### src/rtl/wbit_pkg.sv
// Shared types, constants and codes for the work/break interval timer.
package wbit_pkg;

   localparam int TIME_WIDTH    = 24;
   localparam int COUNT_WIDTH   = 16;
   localparam int IVL_WIDTH     = 4;
   localparam int FUNC_WIDTH    = 3;
   localparam int PHASE_WIDTH   = 3;
   localparam int CSR_IDX_WIDTH = 8;
   localparam int CSR_DAT_WIDTH = 24;
   localparam int MOD_CNT_WIDTH = $clog2(COUNT_WIDTH + 1);
   localparam int MOD_IDX_WIDTH = $clog2(COUNT_WIDTH);

   localparam logic [TIME_WIDTH-1:0] WORK_RESET  = TIME_WIDTH'(1500);
   localparam logic [TIME_WIDTH-1:0] SHORT_RESET = TIME_WIDTH'(300);
   localparam logic [TIME_WIDTH-1:0] LONG_RESET  = TIME_WIDTH'(900);
   localparam logic [IVL_WIDTH-1:0]  IVL_RESET   = IVL_WIDTH'(4);

   localparam logic [CSR_IDX_WIDTH-1:0] CSR_WORK_SECONDS  = CSR_IDX_WIDTH'(0);
   localparam logic [CSR_IDX_WIDTH-1:0] CSR_SHORT_SECONDS = CSR_IDX_WIDTH'(1);
   localparam logic [CSR_IDX_WIDTH-1:0] CSR_LONG_SECONDS  = CSR_IDX_WIDTH'(2);
   localparam logic [CSR_IDX_WIDTH-1:0] CSR_LONG_INTERVAL = CSR_IDX_WIDTH'(3);

   localparam logic [PHASE_WIDTH-1:0] PH_IDLE   = 3'd0;
   localparam logic [PHASE_WIDTH-1:0] PH_WORK   = 3'd1;
   localparam logic [PHASE_WIDTH-1:0] PH_SHORT  = 3'd2;
   localparam logic [PHASE_WIDTH-1:0] PH_LONG   = 3'd3;
   localparam logic [PHASE_WIDTH-1:0] PH_PAUSED = 3'd4;

   typedef enum logic [FUNC_WIDTH-1:0] {
      FN_TICK   = 3'd0,
      FN_WORK   = 3'd1,
      FN_BREAK  = 3'd2,
      FN_PAUSE  = 3'd3,
      FN_RESUME = 3'd4,
      FN_CLEAR  = 3'd5,
      FN_LOAD   = 3'd6,
      FN_READ   = 3'd7
   } func_type;

   typedef struct packed {
      func_type              func;
      logic [TIME_WIDTH-1:0] load_value;
   } req_type;

   typedef struct packed {
      logic [PHASE_WIDTH-1:0] phase;
      logic [PHASE_WIDTH-1:0] pause_origin;
      logic [TIME_WIDTH-1:0]  seconds_left;
      logic [COUNT_WIDTH-1:0] done_count;
      logic                   is_running;
      logic                   finished_flag;
   } rsp_type;

   typedef struct packed {
      logic capture;
      logic mod_start;
      logic exec;
   } cmd_type;

   typedef struct packed {
      logic is_break;
      logic mod_busy;
   } status_type;

endpackage

### src/rtl/work_break_interval_timer.sv
// Work/break interval timer: top level joining controller and datapath.
//
// Usage:
//   req_ channel: one command transaction per item (tick, start work, start
//   break, pause, resume, clear, load seconds, read finished flag). A
//   transaction is taken when req_valid is high and req_stall is low.
//   rsp_ channel: one result transaction per command, carrying the timer
//   state after the command. Taken when rsp_valid is high and rsp_stall low.
//   csr_ channel: setting writes (work, short break, long break lengths and
//   the long break interval); csr_ready is always high. Write only while
//   the block is idle.
// Sequencing: a command other than start break is captured on acceptance and
//   written into the result register from the execute state once the output
//   register is free; the next command is taken only after that. Start break
//   first runs the bit-serial remainder unit, which walks the 16-bit work
//   count one bit per cycle, before the same execute step.
// Reset: settings return to their defaults, the timer goes idle with zero
//   seconds and count, no result pending.
// Stall: a pending result holds in the output register; one more command
//   can be accepted and waits for the register to drain.
module work_break_interval_timer (
   input  logic                              clock,
   input  logic                              reset,
   input  logic                              req_valid,
   output logic                              req_stall,
   input  wbit_pkg::req_type                 req_data,
   output logic                              rsp_valid,
   input  logic                              rsp_stall,
   output wbit_pkg::rsp_type                 rsp_data,
   input  logic                              csr_valid,
   output logic                              csr_ready,
   input  logic [wbit_pkg::CSR_IDX_WIDTH-1:0] csr_index,
   input  logic [wbit_pkg::CSR_DAT_WIDTH-1:0] csr_data
);
   import wbit_pkg::*;

   cmd_type    cmd;
   status_type status;

   assign csr_ready = 1'b1;

   wbit_ctrl u_ctrl (
      .clock     (clock),
      .reset     (reset),
      .req_valid (req_valid),
      .req_stall (req_stall),
      .rsp_valid (rsp_valid),
      .rsp_stall (rsp_stall),
      .cmd       (cmd),
      .status    (status)
   );

   wbit_dp u_dp (
      .clock     (clock),
      .reset     (reset),
      .req_data  (req_data),
      .rsp_data  (rsp_data),
      .csr_write (csr_valid && csr_ready),
      .csr_index (csr_index),
      .csr_data  (csr_data),
      .cmd       (cmd),
      .status    (status)
   );

endmodule

### src/rtl/wbit_mod.sv
// Bit-serial remainder of the completed-work count by the long break interval.
module wbit_mod (
   input  logic                            clock,
   input  logic                            reset,
   input  logic                            start,
   input  logic [wbit_pkg::COUNT_WIDTH-1:0] dividend,
   input  logic [wbit_pkg::IVL_WIDTH-1:0]   divisor,
   output logic                            busy,
   output logic [wbit_pkg::IVL_WIDTH-1:0]   remainder
);
   import wbit_pkg::*;

   logic                     busy_ff, busy_in;
   logic [MOD_CNT_WIDTH-1:0] cnt_ff, cnt_in;
   logic [IVL_WIDTH-1:0]     rem_ff, rem_in;
   logic [MOD_CNT_WIDTH-1:0] cnt_dec;
   logic [IVL_WIDTH:0]       shifted;

   // restoring step, one dividend bit per cycle, msb first
   always_comb begin
      cnt_dec = cnt_ff - MOD_CNT_WIDTH'(1);
      shifted = {rem_ff, dividend[cnt_dec[MOD_IDX_WIDTH-1:0]]};
      busy_in = busy_ff;
      cnt_in  = cnt_ff;
      rem_in  = rem_ff;
      if (start) begin
         busy_in = 1'b1;
         cnt_in  = MOD_CNT_WIDTH'(COUNT_WIDTH);
         rem_in  = '0;
      end else if (busy_ff) begin
         cnt_in = cnt_dec;
         if (shifted >= {1'b0, divisor}) begin
            rem_in = IVL_WIDTH'(shifted - {1'b0, divisor});
         end else begin
            rem_in = IVL_WIDTH'(shifted);
         end
         if (cnt_dec == '0) begin
            busy_in = 1'b0;
         end
      end
   end

   always_ff @(posedge clock) begin
      if (reset) begin
         busy_ff <= 1'b0;
         cnt_ff  <= '0;
      end else begin
         busy_ff <= busy_in;
         cnt_ff  <= cnt_in;
      end
      rem_ff <= rem_in;
   end

   assign busy      = busy_ff;
   assign remainder = rem_ff;

endmodule

### src/rtl/wbit_ctrl.sv
// Controller: accepts a command, sequences the remainder unit and result hand-off.
module wbit_ctrl (
   input  logic                  clock,
   input  logic                  reset,
   input  logic                  req_valid,
   output logic                  req_stall,
   output logic                  rsp_valid,
   input  logic                  rsp_stall,
   output wbit_pkg::cmd_type     cmd,
   input  wbit_pkg::status_type  status
);
   import wbit_pkg::*;

   typedef enum logic [2:0] {
      ST_IDLE = 3'b001,
      ST_MOD  = 3'b010,
      ST_EXEC = 3'b100
   } state_type;

   state_type state_ff, state_in;
   logic      rsp_valid_ff, rsp_valid_in;
   logic      accept;
   logic      slot_free;

   assign req_stall = (state_ff != ST_IDLE);
   assign accept    = req_valid && !req_stall;
   assign slot_free = !rsp_valid_ff || !rsp_stall;

   always_comb begin
      state_in      = state_ff;
      cmd.capture   = accept;
      cmd.mod_start = 1'b0;
      cmd.exec      = 1'b0;
      case (state_ff)
         ST_IDLE: begin
            if (accept) begin
               if (status.is_break) begin
                  cmd.mod_start = 1'b1;
                  state_in      = ST_MOD;
               end else begin
                  state_in = ST_EXEC;
               end
            end
         end
         ST_MOD: begin
            if (!status.mod_busy) begin
               state_in = ST_EXEC;
            end
         end
         ST_EXEC: begin
            if (slot_free) begin
               cmd.exec = 1'b1;
               state_in = ST_IDLE;
            end
         end
         default: begin
            state_in = ST_IDLE;
         end
      endcase
      rsp_valid_in = cmd.exec || (rsp_valid_ff && rsp_stall);
   end

   always_ff @(posedge clock) begin
      if (reset) begin
         state_ff     <= ST_IDLE;
         rsp_valid_ff <= 1'b0;
      end else begin
         state_ff     <= state_in;
         rsp_valid_ff <= rsp_valid_in;
      end
   end

   assign rsp_valid = rsp_valid_ff;

endmodule

### src/rtl/wbit_dp.sv
// Datapath: setting registers, timer state, command execution and result register.
module wbit_dp (
   input  logic                              clock,
   input  logic                              reset,
   input  wbit_pkg::req_type                 req_data,
   output wbit_pkg::rsp_type                 rsp_data,
   input  logic                              csr_write,
   input  logic [wbit_pkg::CSR_IDX_WIDTH-1:0] csr_index,
   input  logic [wbit_pkg::CSR_DAT_WIDTH-1:0] csr_data,
   input  wbit_pkg::cmd_type                 cmd,
   output wbit_pkg::status_type              status
);
   import wbit_pkg::*;

   logic [TIME_WIDTH-1:0]  work_sec_ff, short_sec_ff, long_sec_ff;
   logic [IVL_WIDTH-1:0]   interval_ff;

   req_type                req_ff;
   rsp_type                rsp_ff, rsp_in;

   logic [PHASE_WIDTH-1:0] phase_ff, phase_in;
   logic [PHASE_WIDTH-1:0] saved_ff, saved_in;
   logic [TIME_WIDTH-1:0]  remaining_ff, remaining_in;
   logic [COUNT_WIDTH-1:0] done_ff, done_in;
   logic                   active_ff, active_in;
   logic                   flag_ff, flag_in;
   logic                   flag_out;

   logic                   mod_busy;
   logic [IVL_WIDTH-1:0]   mod_rem;
   logic [TIME_WIDTH-1:0]  csr_time;
   logic [IVL_WIDTH-1:0]   csr_ivl;

   wbit_mod u_mod (
      .clock     (clock),
      .reset     (reset),
      .start     (cmd.mod_start),
      .dividend  (done_ff),
      .divisor   (interval_ff),
      .busy      (mod_busy),
      .remainder (mod_rem)
   );

   assign status.is_break = (req_data.func == FN_BREAK);
   assign status.mod_busy = mod_busy;

   assign csr_time = TIME_WIDTH'(csr_data);
   assign csr_ivl  = csr_data[IVL_WIDTH-1:0];

   // zero writes are dropped
   always_ff @(posedge clock) begin
      if (reset) begin
         work_sec_ff  <= WORK_RESET;
         short_sec_ff <= SHORT_RESET;
         long_sec_ff  <= LONG_RESET;
         interval_ff  <= IVL_RESET;
      end else if (csr_write) begin
         if (csr_index == CSR_WORK_SECONDS && csr_time != '0) begin
            work_sec_ff <= csr_time;
         end
         if (csr_index == CSR_SHORT_SECONDS && csr_time != '0) begin
            short_sec_ff <= csr_time;
         end
         if (csr_index == CSR_LONG_SECONDS && csr_time != '0) begin
            long_sec_ff <= csr_time;
         end
         if (csr_index == CSR_LONG_INTERVAL && csr_ivl != '0) begin
            interval_ff <= csr_ivl;
         end
      end
   end

   always_comb begin
      phase_in     = phase_ff;
      saved_in     = saved_ff;
      remaining_in = remaining_ff;
      done_in      = done_ff;
      active_in    = active_ff;
      flag_in      = flag_ff;
      case (req_ff.func)
         FN_TICK: begin
            if (active_ff && phase_ff != PH_IDLE) begin
               if (remaining_ff != '0) begin
                  remaining_in = remaining_ff - TIME_WIDTH'(1);
               end else begin
                  flag_in   = 1'b1;
                  active_in = 1'b0;
                  if (phase_ff == PH_WORK) begin
                     if (done_ff != '1) begin
                        done_in = done_ff + COUNT_WIDTH'(1);
                     end
                     phase_in = PH_IDLE;
                     saved_in = PH_IDLE;
                  end else if (phase_ff == PH_SHORT || phase_ff == PH_LONG) begin
                     phase_in = PH_IDLE;
                     saved_in = PH_IDLE;
                  end
               end
            end
         end
         FN_WORK: begin
            phase_in     = PH_WORK;
            remaining_in = work_sec_ff;
            active_in    = 1'b1;
            flag_in      = 1'b0;
         end
         FN_BREAK: begin
            if (done_ff != '0 && mod_rem == '0) begin
               phase_in     = PH_LONG;
               remaining_in = long_sec_ff;
            end else begin
               phase_in     = PH_SHORT;
               remaining_in = short_sec_ff;
            end
            active_in = 1'b1;
            flag_in   = 1'b0;
         end
         FN_PAUSE: begin
            if (active_ff && phase_ff != PH_IDLE) begin
               active_in = 1'b0;
               saved_in  = phase_ff;
               phase_in  = PH_PAUSED;
            end
         end
         FN_RESUME: begin
            if (phase_ff == PH_PAUSED) begin
               active_in = 1'b1;
               phase_in  = (saved_ff != PH_IDLE) ? saved_ff : PH_WORK;
               saved_in  = PH_IDLE;
            end
         end
         FN_CLEAR: begin
            phase_in     = PH_IDLE;
            saved_in     = PH_IDLE;
            remaining_in = '0;
            done_in      = '0;
            active_in    = 1'b0;
            flag_in      = 1'b0;
         end
         FN_LOAD: begin
            remaining_in = req_ff.load_value;
            flag_in      = 1'b0;
         end
         default: begin
         end
      endcase
      // read reports the flag, then clears it
      flag_out = flag_in;
      if (req_ff.func == FN_READ) begin
         flag_in = 1'b0;
      end
      rsp_in.phase         = phase_in;
      rsp_in.pause_origin  = saved_in;
      rsp_in.seconds_left  = remaining_in;
      rsp_in.done_count    = done_in;
      rsp_in.is_running    = active_in;
      rsp_in.finished_flag = flag_out;
   end

   always_ff @(posedge clock) begin
      if (reset) begin
         phase_ff     <= PH_IDLE;
         saved_ff     <= PH_IDLE;
         remaining_ff <= '0;
         done_ff      <= '0;
         active_ff    <= 1'b0;
         flag_ff      <= 1'b0;
      end else if (cmd.exec) begin
         phase_ff     <= phase_in;
         saved_ff     <= saved_in;
         remaining_ff <= remaining_in;
         done_ff      <= done_in;
         active_ff    <= active_in;
         flag_ff      <= flag_in;
      end
   end

   always_ff @(posedge clock) begin
      if (cmd.capture) begin
         req_ff <= req_data;
      end
      if (cmd.exec) begin
         rsp_ff <= rsp_in;
      end
   end

   assign rsp_data = rsp_ff;

endmodule
### config.mk
export PLATFORM = sky130hd
export DESIGN_NAME = work_break_interval_timer
export DESIGN_NICKNAME = d
export VERILOG_FILES = /design/src/rtl/wbit_pkg.sv /design/src/rtl/work_break_interval_timer.sv /design/src/rtl/wbit_mod.sv /design/src/rtl/wbit_ctrl.sv /design/src/rtl/wbit_dp.sv
export SDC_FILE = /design/constraint.sdc
export NUM_CORES = 1
export LEC_CHECK = 0
export BUFFER_PORTS_ARGS = -buffer_cell sky130_fd_sc_hd__buf_2
export CAP_MARGIN = 20
export CELL_PAD_IN_SITES_DETAIL_PLACEMENT = 1
export CELL_PAD_IN_SITES_GLOBAL_PLACEMENT = 1
export CORE_MARGIN = 1.5
export CORE_UTILIZATION = 45
export DETAILED_ROUTE_END_ITERATION = 7
export PLACE_DENSITY_LB_ADDON = 0.1
export REMOVE_ABC_BUFFERS = 1
export SETUP_SLACK_MARGIN = 0.1
export SYNTH_ARGS = -nofsm -noshare
export SYNTH_HDL_FRONTEND = slang
export SYNTH_SLANG_ARGS = --single-unit
### constraint.sdc
create_clock -name clock -period 4.9 [get_ports clock]
set_input_delay 0.49 -clock clock [delete_from_list [all_inputs] [get_ports clock]]
set_output_delay 0.49 -clock clock [all_outputs]
set_load 0.02 [all_outputs]
==> results of run 1 <==
==> placed cells by master (no fill, tap or decap), types with 5 or more instances in the layout <==
cell type	count
dfxtp_1	138
ha_1	13
bufinv_16	5
clkbuf_8	8
inv_1	34
mux4_2	5
or4_1	5
a211oi_1	13
a22o_1	11
nor4_1	21
xnor2_1	6
and3_1	11
o32ai_1	5
clkbuf_16	25
and2_1	10
a311oi_1	5
mux2i_1	43
a31oi_1	14
o211ai_1	12
nor3_1	44
nand2b_1	10
o21a_1	10
edfxtp_1	75
a221oi_1	11
a41oi_1	8
a21oi_1	104
buf_2	112
nand3_1	33
a22oi_1	8
nor4b_1	5
buf_4	23
nor2b_1	7
nand2_1	169
nor3b_1	5
nor2_1	91
o31ai_1	5
o21ai_0	59
nand4_1	26
==> per-layer routing <==
| layer | GRT usage, % | vias to the layer above |
|---|---|---|
| met5 | 0 | - |
| met4 | 9.12 | 0 |
| met3 | 3.32 | 68 |
| met2 | 46.5 | 308 |
| met1 | 38.8 | 4779 |
| li1 | - | 4522 |
==> power by group through the flow <==
stage | Clock [W] | Combinational, W | Sequential (W)
after floorplan | 0 | 0.000349 | 0.00198
after global placement | 0 | 0.000595 | 0.00198
after detailed placement | 0 | 0.000612 | 0.00198
after CTS | 0.00213 | 0.000615 | 0.00195
after global routing | 0.00219 | 0.000669 | 0.00195
final | 0.00210 | 0.000622 | 0.00195
==> logic make-up after synthesis <==
group                      synth area share [%]
adders and majority gates                  1.73
DFF                                        47.4
other                                    0.0355
xor gates and xnor gates                  0.662
AOI/OAI and AO/OA                          19.0
and+or+nand+nor                            21.3
muxes                                      5.56
buffers and inverters                      4.36
==> worst reg2reg max path, stage by stage, from the launching register on <==
cell	delay, ps
dfxtp_1	350
inv_1	110
ha_1	160
nor4b_1	250
nand4_1	460
nand2_1	730
buf_4	330
mux2_2	350
a21oi_1	300
o21ai_0	150
a211o_1	310
==> synth_stat cells, types with 21 or more instances <==
| library cell | n | area share, % |
|---|---|---|
| nand3_1 | 33 | 1.6 |
| nand2_1 | 169 | 6.0 |
| nor2_1 | 91 | 3.2 |
| nor4_1 | 21 | 1.2 |
| a21oi_1 | 104 | 4.9 |
| inv_1 | 35 | 1.2 |
| edfxtp_1 | 75 | 21 |
| nor3_1 | 45 | 2.1 |
| clkbuf_1 | 71 | 2.5 |
| mux2i_1 | 43 | 4.1 |
| dfxtp_1 | 138 | 26 |
| nand4_1 | 26 | 1.5 |
| o21ai_0 | 59 | 2.8 |
==> final cells by class <==
class / count / area (µm²)
Sequential cell: 213 / 5010
Tap cell: 313 / 392
Clock buffer: 35 / 743
Fill cell: 2689 / 10500
Clock inverter: 11 / 193
Timing Repair Buffer: 136 / 738
Multi-Input combinational cell: 850 / 5110
Inverter: 35 / 131
==> path summary, 6_finish.rpt <==
check	start	end	slack [ps]	depth (start not counted)
setup / recovery	u_dp.done_ff[0]	u_dp.remaining_ff[10]	1290	10
hold / removal	req_data[9]	u_dp.req_ff[9]	120	1
setup reg to reg	u_dp.done_ff[0]	u_dp.remaining_ff[10]	1290	10
hold reg to reg	u_dp.long_sec_ff[6]	u_dp.long_sec_ff[6]	460	2
==> through the flow <==
step | area (µm²) | worst slack, ps | utilization [%] | std cells | power, W
6_report | 12300 | 1290 | 53.9 | 1593 | 0.00467
4_1_cts | 12300 | 1280 | 53.9 | 1591 | 0.00469
2_1_floorplan | 10200 | 1140 | - | 1098 | 0.00233
5_1_grt | 12300 | 971 | 53.9 | 1593 | 0.00481
3_5_place_dp | 11400 | 1310 | 49.8 | 1545 | 0.00260
3_3_place_gp | 11400 | 1530 | 49.8 | 1545 | 0.00258
==> state kept, by name, summed over array words and instances (netlist names), 3 cells and up <==
register / cells
u_dp.rsp_data: 48
u_dp.req_ff: 27
u_dp.long_sec_ff: 24
u_dp.remaining_ff: 24
u_dp.short_sec_ff: 24
u_dp.work_sec_ff: 24
u_dp.done_ff: 16
u_dp.u_mod.cnt_ff: 5
u_dp.interval_ff: 4
u_dp.u_mod.remainder: 4
u_ctrl.state_ff: 3
u_dp.phase_ff: 3
u_dp.saved_ff: 3
==> results by group, run 1 <==
STA
  – Worst-Margin Slew: between 1000 and 1500 ps
  – Post-Route Setup TNS: 0 ps
  – RSZ-0062 raised after global routing: false
  – Peak Freq: between 200 and 300 MHz
  – Pins Over Slew Limit: 0
  – # setup viols final: 0
  – Min cycle time layout: around 3600 ps
  – Final Cycle Share: around three quarters
  – Clk_skew: ~8 ps
  – Count of final hold-check violations: 0
  – Max_slew headroom: between 30% and 40%
  – WHS: ~120 ps

Pwr
  – Power per cell area: between 300 and 400 nW/µm²
  – Leakage: 4.76 nW
  – Switching Share: a little over a quarter
  – Logic pwr share: 13.3%
  – Register share of total power: 41.7%
  – Clk network pwr share: between 40% and 50%
  – Peak VDD IR: approximately 290 µV
  – Int Pwr: approximately 0.0034 W
  – Net Sw Power: 0.00124 W

Logic synthesis
  – Post-synth ARST share: 0%
  – Synth Cell Area: between 10000 and 15000 µm²
  – Syn Area/Cell: 8.95 µm²
  – Seq/Total Area, Yosys: between 40% and 50%
  – Yosys warning count: 0
  – Synth unique cells: 75
  – Synth Register Bits: around 210
  – Ys flop type: dfxtp_1
  – Cells after synthesis: around 1200
  – EDFF count, synth: 75

Global routing
  – First-pass GRT wire length: 53800 µm
  – Maximum number of pins on one net before global-route repair: 65
  – Initial antenna violation count: 0
  – Number of global-route vias before repair: between 9000 and 10000
  – Grt ovf: 0
  – Gr usage total: 28.3%

Drt
  – Antenna Nets Post-Route: 0
  – M1 WL: roughly 16000 µm
  – Via density per instance: about 6.1
  – DR DRC count: 0
  – Drt total wl: 34400 µm
  – Routed via count: ~9700
  – Wire length on met3: 1840 µm
  – DR WL/cell: about 22 µm
  – Metal2 WL: ~16000 µm
  – Max layer used: met4
  – DRT Pass-1 Iters: 8
  – Drt initial violations: ~650

Worst setup path
  – Crit path arrival time: roughly 4000 ps
  – Worst-path cell chain: inv_1 -> ha_1 -> nor4b_1 -> nand4_1 -> nand2_1 -> buf_4 -> mux2_2 -> a21oi_1 -> o21ai_0 -> a211o_1
  – Critical path required time: 5330 ps
  – Largest delay contributor family on the critical path: simple AND/OR/NAND/NOR gates
  – Bufs and invs on worst path: 2
  – Setup crit start kind: flop
  – Slowest cell on crit path: nand2_1
  – Max incr delay on CP: between 700 and 800 ps
  – CP max FO: 13
  – Crit path kind: reg -> reg
  – CP Capture Type: flop

Place
  – HPWL after detailed placement: ~23000 µm
  – RePlAce Congestion: 0.881
  – Number of port buffers: 113

Clock network
  – Worst-path clk slew: ~60 ps
  – CTS buffer count: 25
  – CTS tree: yes
  – Clk buf depth: 3
  – Clock latency on the worst-skew pair: between 500 and 600 ps
  – Root Buffer: clkbuf_16
  – Post-CTS Hold Buffers: 0
  – H-tree level count: 1
  – Resized cells post-CTS: 0
  – Post-CTS Setup Inserts: 0
  – Clock tree sinks: ~210

Floorplan
  – Core Area: 22800 µm²
  – Core Rows: 55
  – Die Width: 156 µm
  – Die Height: roughly 160 µm
  – I/O pins: around 120
  – Initial core utilization: between 40% and 50%
  – Die area: 24400 µm²

Job
  – Max cap viols: 0

Finish
  – Area grow syn2layout: 16.5%
  – Layout Nets: 1339
  – Share of layout cells above drive strength 1: 16.2%
  – Inserted Diodes: 0

Status
  – Status: finished, final reports clean

Hold path
  – Min-delay worst type: in -> reg
Note: power is estimated with default switching activity, not from simulation.
==> inputs of run 2 (changes only) <==
==> constraint.sdc (replaced) <==
create_clock -name clock -period 3.6 [get_ports clock]
set_input_delay 0.36 -clock clock [delete_from_list [all_inputs] [get_ports clock]]
set_output_delay 0.36 -clock clock [all_outputs]
set_load 0.02 [all_outputs]
==> results by group, run 2 (synthesis results as in run 1) <==
STA
  – Worst-Margin Slew: 846 ps (-189 ps)
  – # setup viols final: 0 (unchanged)
  – Min cycle time layout: 3210 ps (-405 ps)
  – Count of final hold-check violations: 0 (unchanged)
  – Pins Over Slew Limit: 0 (unchanged)
  – RSZ-0062 raised after global routing: false
  – Post-Route Setup TNS: 0 ps (unchanged)
  – Peak Freq: 312 MHz (+13%)
  – Clk_skew: 19.5 ps (+11.7 ps)
  – Max_slew headroom: 43.1% (+13 points)
  – Final worst-path setup slack: 391 ps (-895 ps)
  – Final Cycle Share: 89.1% (+15 points)

Worst setup path
  – Largest delay contributor family on the critical path: multiplexers
  – Crit path kind: reg -> reg
  – Reg-to-reg setup timing slack: 390 ps (-900 ps)
  – FF-to-FF path depth: 13 (+3)
  – Worst-path cell chain: inv_1 -> ha_1 -> mux4_2 -> mux4_2 -> inv_1 -> ha_1 -> inv_1 -> a21oi_1 -> a2111oi_0 -> buf_4 -> o21ai_0 -> a21oi_1 -> nor3_1
  – CP Capture Type: flop
  – Bufs and invs on worst path: 4 (+2)
  – Crit path arrival time: 3620 ps (-420 ps)
  – CP most frequent cell: inv_1
  – Slowest cell on crit path: mux4_2
  – Max incr delay on CP: 550 ps (-180 ps)
  – CP max FO: 5 (-8)
  – CP Depth: 13 (+3)
  – Setup crit start kind: flop
  – Critical path required time: 4010 ps (-1320 ps)

Pwr
  – Power per cell area: 492 nW/µm² (+30%)
  – Net Sw Power: 0.00169 W (+36%)
  – Peak VDD IR: 372 µV (+26%)
  – Logic pwr share: 14.4% (+1.1 points)
  – Int Pwr: 0.00457 W (+33%)
  – Leakage: 4.96 nW (+4.1%)
  – Switching Share: 26.9% (+0.41 points)
  – Register share of total power: 42.3% (+0.6 points)
  – Clk network pwr share: 43.3% (-1.7 points)

Global routing
  – Gr usage total: 28.6% (+0.34 points)
  – Initial antenna violation count: 1 (+1)
  – Maximum number of pins on one net before global-route repair: 94 (+45%)
  – Number of global-route vias before repair: 9881 (+1.9%)
  – Grt ovf: 0 (unchanged)
  – First-pass GRT wire length: 54600 µm (+1.7%)

Clock network
  – Resized cells post-CTS: 0 (unchanged)
  – H-tree level count: 1 (unchanged)
  – Post-CTS Setup Inserts: 0 (unchanged)
  – Post-CTS Hold Buffers: 23 (+23)
  – CTS buffer count: 25 (unchanged)
  – Clock tree sinks: 213 (unchanged)
  – Clk buf depth: 3 (unchanged)
  – Worst-path clk slew: 60 ps (about the same)
  – CTS tree: yes
  – Root Buffer: clkbuf_16
  – Clock latency on the worst-skew pair: 540 ps (about the same)

Place
  – Number of port buffers: 113 (unchanged)
  – RePlAce Congestion: 0.883 (+0.26%)
  – Placed cell area: 11600 µm² (+1.9%)
  – HPWL after detailed placement: 23900 µm (+2.4%)
  – Setup WS pre-CTS: 414 ps (-893 ps)

Hold path
  – Min-delay worst type: in -> reg
  – Worst hold stages: 1 (unchanged)

Floorplan
  – Die Height: 156 µm (unchanged)
  – I/O pins: 115 (unchanged)
  – Die Width: 156 µm (unchanged)
  – Die area: 24400 µm² (unchanged)
  – Core Rows: 55 (unchanged)
  – Initial core utilization: 46.3% (unchanged)
  – Core Area: 22800 µm² (unchanged)

Finish
  – Most frequent cells in the layout: nand2_1, dfxtp_1, buf_2
  – Core Util, Final: 55.7% (+1.7 points)
  – Inserted Diodes: 0 (unchanged)
  – Area grow syn2layout: 20.3%
  – Fin area: 12700 µm² (+3.2%)
  – Max reg flops: 48 (unchanged)
  – Commonest non-fill, non-tap cell in the layout: nand2_1
  – Layout Nets: 1383 (+3.3%)
  – Share of layout cells above drive strength 1: 17.1% (+0.97 points)

Drt
  – DR DRC count: 0 (unchanged)
  – DR WL/cell: 21.5 µm (-0.44%)
  – Drt total wl: 35200 µm (+2.3%)
  – Routed via count: 9921 (+2.5%)
  – DRT Pass-1 Iters: 5 (-3)
  – Via density per instance: 6.06 (-0.23%)
  – Drt initial violations: 789 (+21%)
  – Antenna Nets Post-Route: 0 (unchanged)

Job
  – Max cap viols: 0 (unchanged)

Status
  – Status: finished, final reports clean
## run 2: changes by cell type in the layout (fill, tap and decap cells not counted), sizes merged
cell         previous run  this run
clkbuf                 36        37
inv                    36        37
buf                   135       157
bufinv                  5         2
dlygate4sd3             0        23
## run 2: final cells by class
type | count | area (µm²)
clock buffer | 37 | 785
clock inverter | 9 | 110
fill | 2694 | 10100
inverter | 35 | 131
multi-input combinational | 850 | 5110
sequential | 213 | 5010
tap | 313 | 392
timing repair buffer | 180 | 1180
## run 2: layer usage
metal  share of wire [%]  global-route usage (%)
met1                  45                    38.2
met2                  46                    46.7
met3                 6.4                    5.21
met4                 2.5                    9.61
met5               0.031                       0
## run 2: path summary, 6_finish.rpt
path / from / to
max: u_dp.u_mod.cnt_ff[1] / u_dp.u_mod.remainder[0]
max reg2reg: u_dp.u_mod.cnt_ff[1] / u_dp.u_mod.remainder[0]
min reg2reg: u_dp.long_sec_ff[19] / u_dp.long_sec_ff[19]
min: req_data[8] / u_dp.req_ff[8]
## run 2: per-stage QoR
stage          total power, W  instances  hold WS, ps
2_1_floorplan         0.00317       1098          412
3_3_place_gp          0.00354       1567          440
3_5_place_dp          0.00357       1567          446
4_1_cts               0.00628       1636        0.547
5_1_grt               0.00646       1637         2.67
6_report              0.00625       1637         18.1
## run 2: power groups by stage
stage | logic [W] | clock network [W] | registers (W)
floorplan | 0.000475 | 0 | 0.00270
global route | 0.000975 | 0.00283 | 0.00266
CTS | 0.000891 | 0.00274 | 0.00265
finish | 0.000900 | 0.00271 | 0.00265
detailed placement | 0.000867 | 0 | 0.00270
global placement | 0.000850 | 0 | 0.00270
